### config.mk
export PLATFORM = sky130hd
export DESIGN_NAME = pcrw_ctrl
export DESIGN_NICKNAME = d
export VERILOG_FILES = /design/src/rtl/core/pcrw_pkg.sv /design/src/rtl/core/pcrw_ctrl.sv
export SDC_FILE = /design/constraint.sdc
export NUM_CORES = 1
export LEC_CHECK = 0
export BUFFER_PORTS_ARGS = -buffer_cell sky130_fd_sc_hd__buf_2
export CAP_MARGIN = 20
export CORE_ASPECT_RATIO = 1.2
export CORE_UTILIZATION = 48
export CTS_BUF_LIST = sky130_fd_sc_hd__clkbuf_4
export DETAILED_ROUTE_END_ITERATION = 10
export GPL_TIMING_DRIVEN = 0
export PLACE_DENSITY = 0.91
export SYNTH_ARGS = -nofsm -noshare
export SYNTH_HDL_FRONTEND = slang
export SYNTH_SLANG_ARGS = --single-unit
### constraint.sdc
create_clock -name aclk -period 2.32 [get_ports aclk]
set_input_delay 0.116 -clock aclk [delete_from_list [all_inputs] [get_ports aclk]]
set_output_delay 0.116 -clock aclk [all_outputs]
set_load 0.01 [all_outputs]
### src/rtl/core/pcrw_pkg.sv
// shared types and constants for the page-column raster writer
// no dependencies
package pcrw_pkg;

    // geometry of the display
    localparam int DEF_PAGES = 8;
    localparam int COLUMNS   = 128;
    localparam int ROW_BYTES = COLUMNS / 8;
    localparam int COL_W     = 7;
    localparam int CB_W      = 4;

    // operation codes of an input word
    typedef enum logic [1:0] {
        OP_SELECT = 2'd0,
        OP_WRITE  = 2'd1,
        OP_READ   = 2'd2
    } op_t;

    // strip write command from the controller to the row banks
    typedef struct packed {
        logic            en;
        logic [CB_W-1:0] col_byte;
        logic [7:0]      mask;
        logic [7:0]      data;
    } wr_cmd_t;

    // status carried with each result word
    typedef struct packed {
        logic             taken;
        logic [3:0]       page;
        logic [COL_W-1:0] column;
    } status_t;

endpackage

### src/rtl/core/pcrw_ctrl.sv
// page and column registers and per-word command decode
// depends on pcrw_pkg
module pcrw_ctrl #(
    parameter int PAGES = pcrw_pkg::DEF_PAGES,
    parameter int PG_W  = 4
) (
    input  logic              aclk,
    input  logic              aresetn,
    input  logic              accept,
    input  logic [1:0]        operation,
    input  logic [2:0]        page_number,
    input  logic [7:0]        data_byte,
    output logic [PG_W-1:0]   page_idx,
    output pcrw_pkg::wr_cmd_t wr_cmd,
    output pcrw_pkg::status_t status
);
    import pcrw_pkg::*;

    localparam int PX_W = PG_W + 4;

    logic [PG_W-1:0]  page_reg, page_next;
    logic [COL_W-1:0] col_reg, col_next;
    logic             taken;
    logic [PX_W-1:0]  page_ext;

    // next page and column, strip write command
    always_comb begin
        page_next      = page_reg;
        col_next       = col_reg;
        taken          = 1'b0;
        wr_cmd.en      = 1'b0;
        wr_cmd.col_byte = col_reg[COL_W-1:3];
        wr_cmd.mask    = 8'h80 >> col_reg[2:0];
        wr_cmd.data    = data_byte;
        case (op_t'(operation))
            OP_SELECT: begin
                page_next = PG_W'(page_number);
                col_next  = '0;
            end
            OP_WRITE: begin
                if (page_reg < PG_W'(PAGES)) begin
                    wr_cmd.en = 1'b1;
                    taken     = 1'b1;
                    if (col_reg == COL_W'(COLUMNS - 1)) begin
                        col_next  = '0;
                        page_next = page_reg + 1'b1;
                    end else begin
                        col_next = col_reg + 1'b1;
                    end
                end
            end
            OP_READ: begin
                page_next = page_reg;
            end
            default: begin
                page_next = page_reg;
            end
        endcase
    end

    // page and column state
    always_ff @(posedge aclk) begin
        if (!aresetn) begin
            page_reg <= '0;
            col_reg  <= '0;
        end else if (accept) begin
            page_reg <= page_next;
            col_reg  <= col_next;
        end
    end

    // reported page is masked to the four-bit field
    assign page_ext      = PX_W'(page_next);
    assign status.taken  = taken;
    assign status.page   = page_ext[3:0];
    assign status.column = col_next;
    assign page_idx      = page_reg;

endmodule

# Word-level counts from Yosys, hierarchy flattened
# Cells that the tools add are included.
# word_totals
ff_bits	11
latchBits	0
ramBits	0
mem_bits_ro	0
word_cells	17
memories	0
# op_classes
add_sub_neg	2
mul	0
div	0
n_lt_le_gt_ge	1
eq_ne	2
shifts	1
n_mux	8
bitwise	0
reduce_logical	1
# op_table
cell	count
$mux W7	2
$pmux W7 S2	1
$mux W4	2
$pmux W4 S2	1
$shr A8 B3 Y8 const A	1
$add A7 B1 Y7 const B	1
$eq A7 B7 Y1 const B	1
$add A4 B1 Y4 const B	1
$lt A4 B4 Y1 const B	1
$eq A2 B1 Y1 const B	1
$logic_not A2 Y1	1
$mux W1	2

# Longest topological paths before layout
# logic_depth
word_depth	4
mapped_depth	6
ltp_nobuf	5

# Least setup slack after synthesis
# No wires, ideal clock.
# synth_timing
kind	register to output
from	register col_reg[0]
to	output status[9] (netlist bit)
t_arrival_ns	1.582
t_required_ns	2.204
setup_slack_ns	0.622
path_stages_with_launch	6
n_path_buf	1
cell_sequence	dfxtp_1 ha_1 and3b_1 buf_6 nand4_4 o311ai_0
# synth_rtl
element	line	text
start: declaration	pcrw_ctrl.sv:22	logic [COL_W-1:0] col_reg, col_next;
start signal: assignment	pcrw_ctrl.sv:68	col_reg <= col_next;
end: declaration	pcrw_ctrl.sv:15	output pcrw_pkg::status_t status

==> metrics <==
hold_ws=between 0.1 and 0.15 ns; setup slack after layout=approximately 0.14 ns; Initial Utilization=a little over half; Site Rows=18; Slew HR=between 70% and 80%; Skew-Pair Late Insertion Delay=just under 0.3 ns; DP HPWL=2125 um; sequential cell area=around 220 sq um; GRT Util Overall=approximately 23%; Netlist cell types=just over 40; RePlAce Congestion=about 0.85; status=complete, no violations; clock slew seen by the registers of the worst setup and hold paths=about 0.080 ns; vias in the first global route=1063; prevailing post-synth register cell=dfxtp_1; multi-input logic area=715.7 sq um; cells along the critical path=ha_1, and3b_1, buf_6, and3_2, a31oi_1, o22a_1, buf_2; RSZ-0062 raised after global routing=false; Horiz. Die Dim=around 46 um; Die ar.=~2600 sq um; First-pass DRT Iterations=4; R2R setup slack=between 0.4 and 0.5 ns; EDFF count, synth=0; pre-CTS setup slack=between 0.4 and 0.5 ns; synthesized cell area=around 1100 sq um; final WL=between 2000 and 3000 um; fin crit share=a little over nine tenths; Sum Neg Setup Slack=0 ns; cell family with most CP delay=flip-flops; final hold violations=0; # H-tree levels=1; 1st-iter DRT viols=34; post-CTS setup buffer count=0; Avg WL per Cell=about 12 um; post-CTS resize count=0; Worst EP arrival=between 2 and 2.5 ns; CORE AREA=between 2000 and 2500 sq um; number of flip-flops in the largest register=7; Crit path required time=~2.2 ns; # port buffers=44; io pins=53; Bufs and invs on worst path=2; Routed Antenna Nets=0; Final min period=roughly 2.2 ns; Root Driver=clkbuf_4; Worst-Margin Slew=0.4459 ns; CTS sink count=11; via count=around 1300; setup violators final=0; Worst IR Drop VDD=0.2518 mV; ys async rst share=0%; CP max FO=9; share of cells above drive strength 1=roughly 36%; slowest CP cell=dfxtp_1; DR DRC count=0; fmax=roughly 460 MHz; CTS Hold Bufs=0; Crit path largest cell delay=~0.47 ns; max-slew violations=0; largest net degree at the start of global routing=11; CP Capture Type=output port; CP Class=reg -> out; max-cap violation count=0; Clock Skews=~0.0033 ns; Avg Vias per Cell=~5.6; antenna violations before repair=0; total gr overflow=0; total CTS buffers=3; #FFs+latches synth=11; synth warn=0; CTS tree=built; clock buffer depth=2; Seq/Total Area, Yosys=between 10% and 20%; Hold/Removal Path Class=in -> reg; cells after synthesis=between 150 and 200; fillers=approximately 200; syn nets=approximately 180; leak pwr=roughly 0.7 nW; Die Ht=around 55 um; Ant. Diodes=0; CP Launch Type=register; Power Density=328.6 nW/um^2; Synth-to-Final Area Change=25.33%; first-pass GRT wire length=between 4000 and 5000 um; syn avg cell area=~7.5 sq um; Nets=about 220
==> final timing paths <==
path / end / cells after the start / from
worst min register to register: col_reg[5]$_SDFFE_PN0P_ / 2 / col_reg[5]$_SDFFE_PN0P_
worst max-delay path: status[7] / 7 / col_reg[0]$_SDFFE_PN0P_
worst min-delay path: col_reg[5]$_SDFFE_PN0P_ / 3 / aresetn
worst max register to register: page_idx[2]$_SDFFE_PN0P_ / 6 / col_reg[0]$_SDFFE_PN0P_
==> cell usage in the layout (no fill, tap or decap), types with 2 or more instances in the layout <==
cell type,n
and3_1,2
buf_4,17
nor2b_1,8
and2_1,3
nand2b_1,4
nor2_1,12
mux2i_1,3
buf_6,2
nor3b_1,2
dfxtp_1,11
clkbuf_1,4
nand2_1,12
a21oi_1,9
o22ai_1,3
o21ai_0,6
clkbuf_4,4
o32ai_1,2
a22oi_1,2
inv_1,7
nand3_1,6
ha_1,7
a31oi_1,10
buf_2,44
==> tightest hold or removal path, stage by stage <==
cell and delay (ns):
buf_2 0.14, nand2_1 0.06, o21ai_0 0.06
==> through the flow <==
stage               area, sq um  cells  util [%]  total power [mW]
floorplan                  1136    152         -            0.2758
global placement           1394    226     65.15            0.3129
detailed placement         1394    226     65.15            0.3165
CTS                        1424    230     66.55            0.4700
global route               1424    230     66.55            0.4955
finish                     1424    230     66.55            0.4678
==> power breakdown <==
| group | internal [mW] | leakage [nW] | switching, mW |
|---|---|---|---|
| clock network | 0.0787 | 0.0184 | 0.0756 |
| registers | 0.193 | 0.0891 | 0.00635 |
| logic | 0.0513 | 0.596 | 0.0632 |
==> cell type report <==
class | instances | area share, %
flip-flops and latches | 11 | 15.47
repair buffers | 44 | 15.47
well taps | 30 | 2.636
clock buffers | 4 | 2.109
multi-input cells | 109 | 50.26
plain buffers | 24 | 11.95
inverters | 8 | 2.109
==> cell usage after synthesis (4+ instances only) <==
| master | number | area (sq um) |
|---|---|---|
| o21ai_0 | 6 | 30.03 |
| nand3_1 | 6 | 30.03 |
| a21oi_1 | 9 | 45.04 |
| inv_1 | 7 | 26.28 |
| buf_4 | 17 | 127.6 |
| nand2b_1 | 4 | 25.02 |
| nand2_1 | 12 | 45.04 |
| dfxtp_1 | 11 | 220.2 |
| clkbuf_1 | 4 | 15.01 |
| nor2b_1 | 8 | 50.05 |
| ha_1 | 7 | 87.58 |
| nor2_1 | 12 | 45.04 |
| a31oi_1 | 10 | 62.56 |
==> layer usage <==
layer / GRT usage [%] / vias up / wire length [um]
met1: 27.47 / 581 / 1147
li1: - / 625 / -
met2: 37.70 / 70 / 1429
met5: 0 / - / 0
met3: 3.268 / 5 / 219
met4: 10.50 / 0 / 53
==> cell families after synthesis <==
kind of cell,synth area share [%]
compound gates,24.78
fa+ha+maj,7.709
mux,2.643
flops,19.38
simple gates,27.86
buf+inv,17.62
No activity file was read; power rests on OpenSTA's default activity.
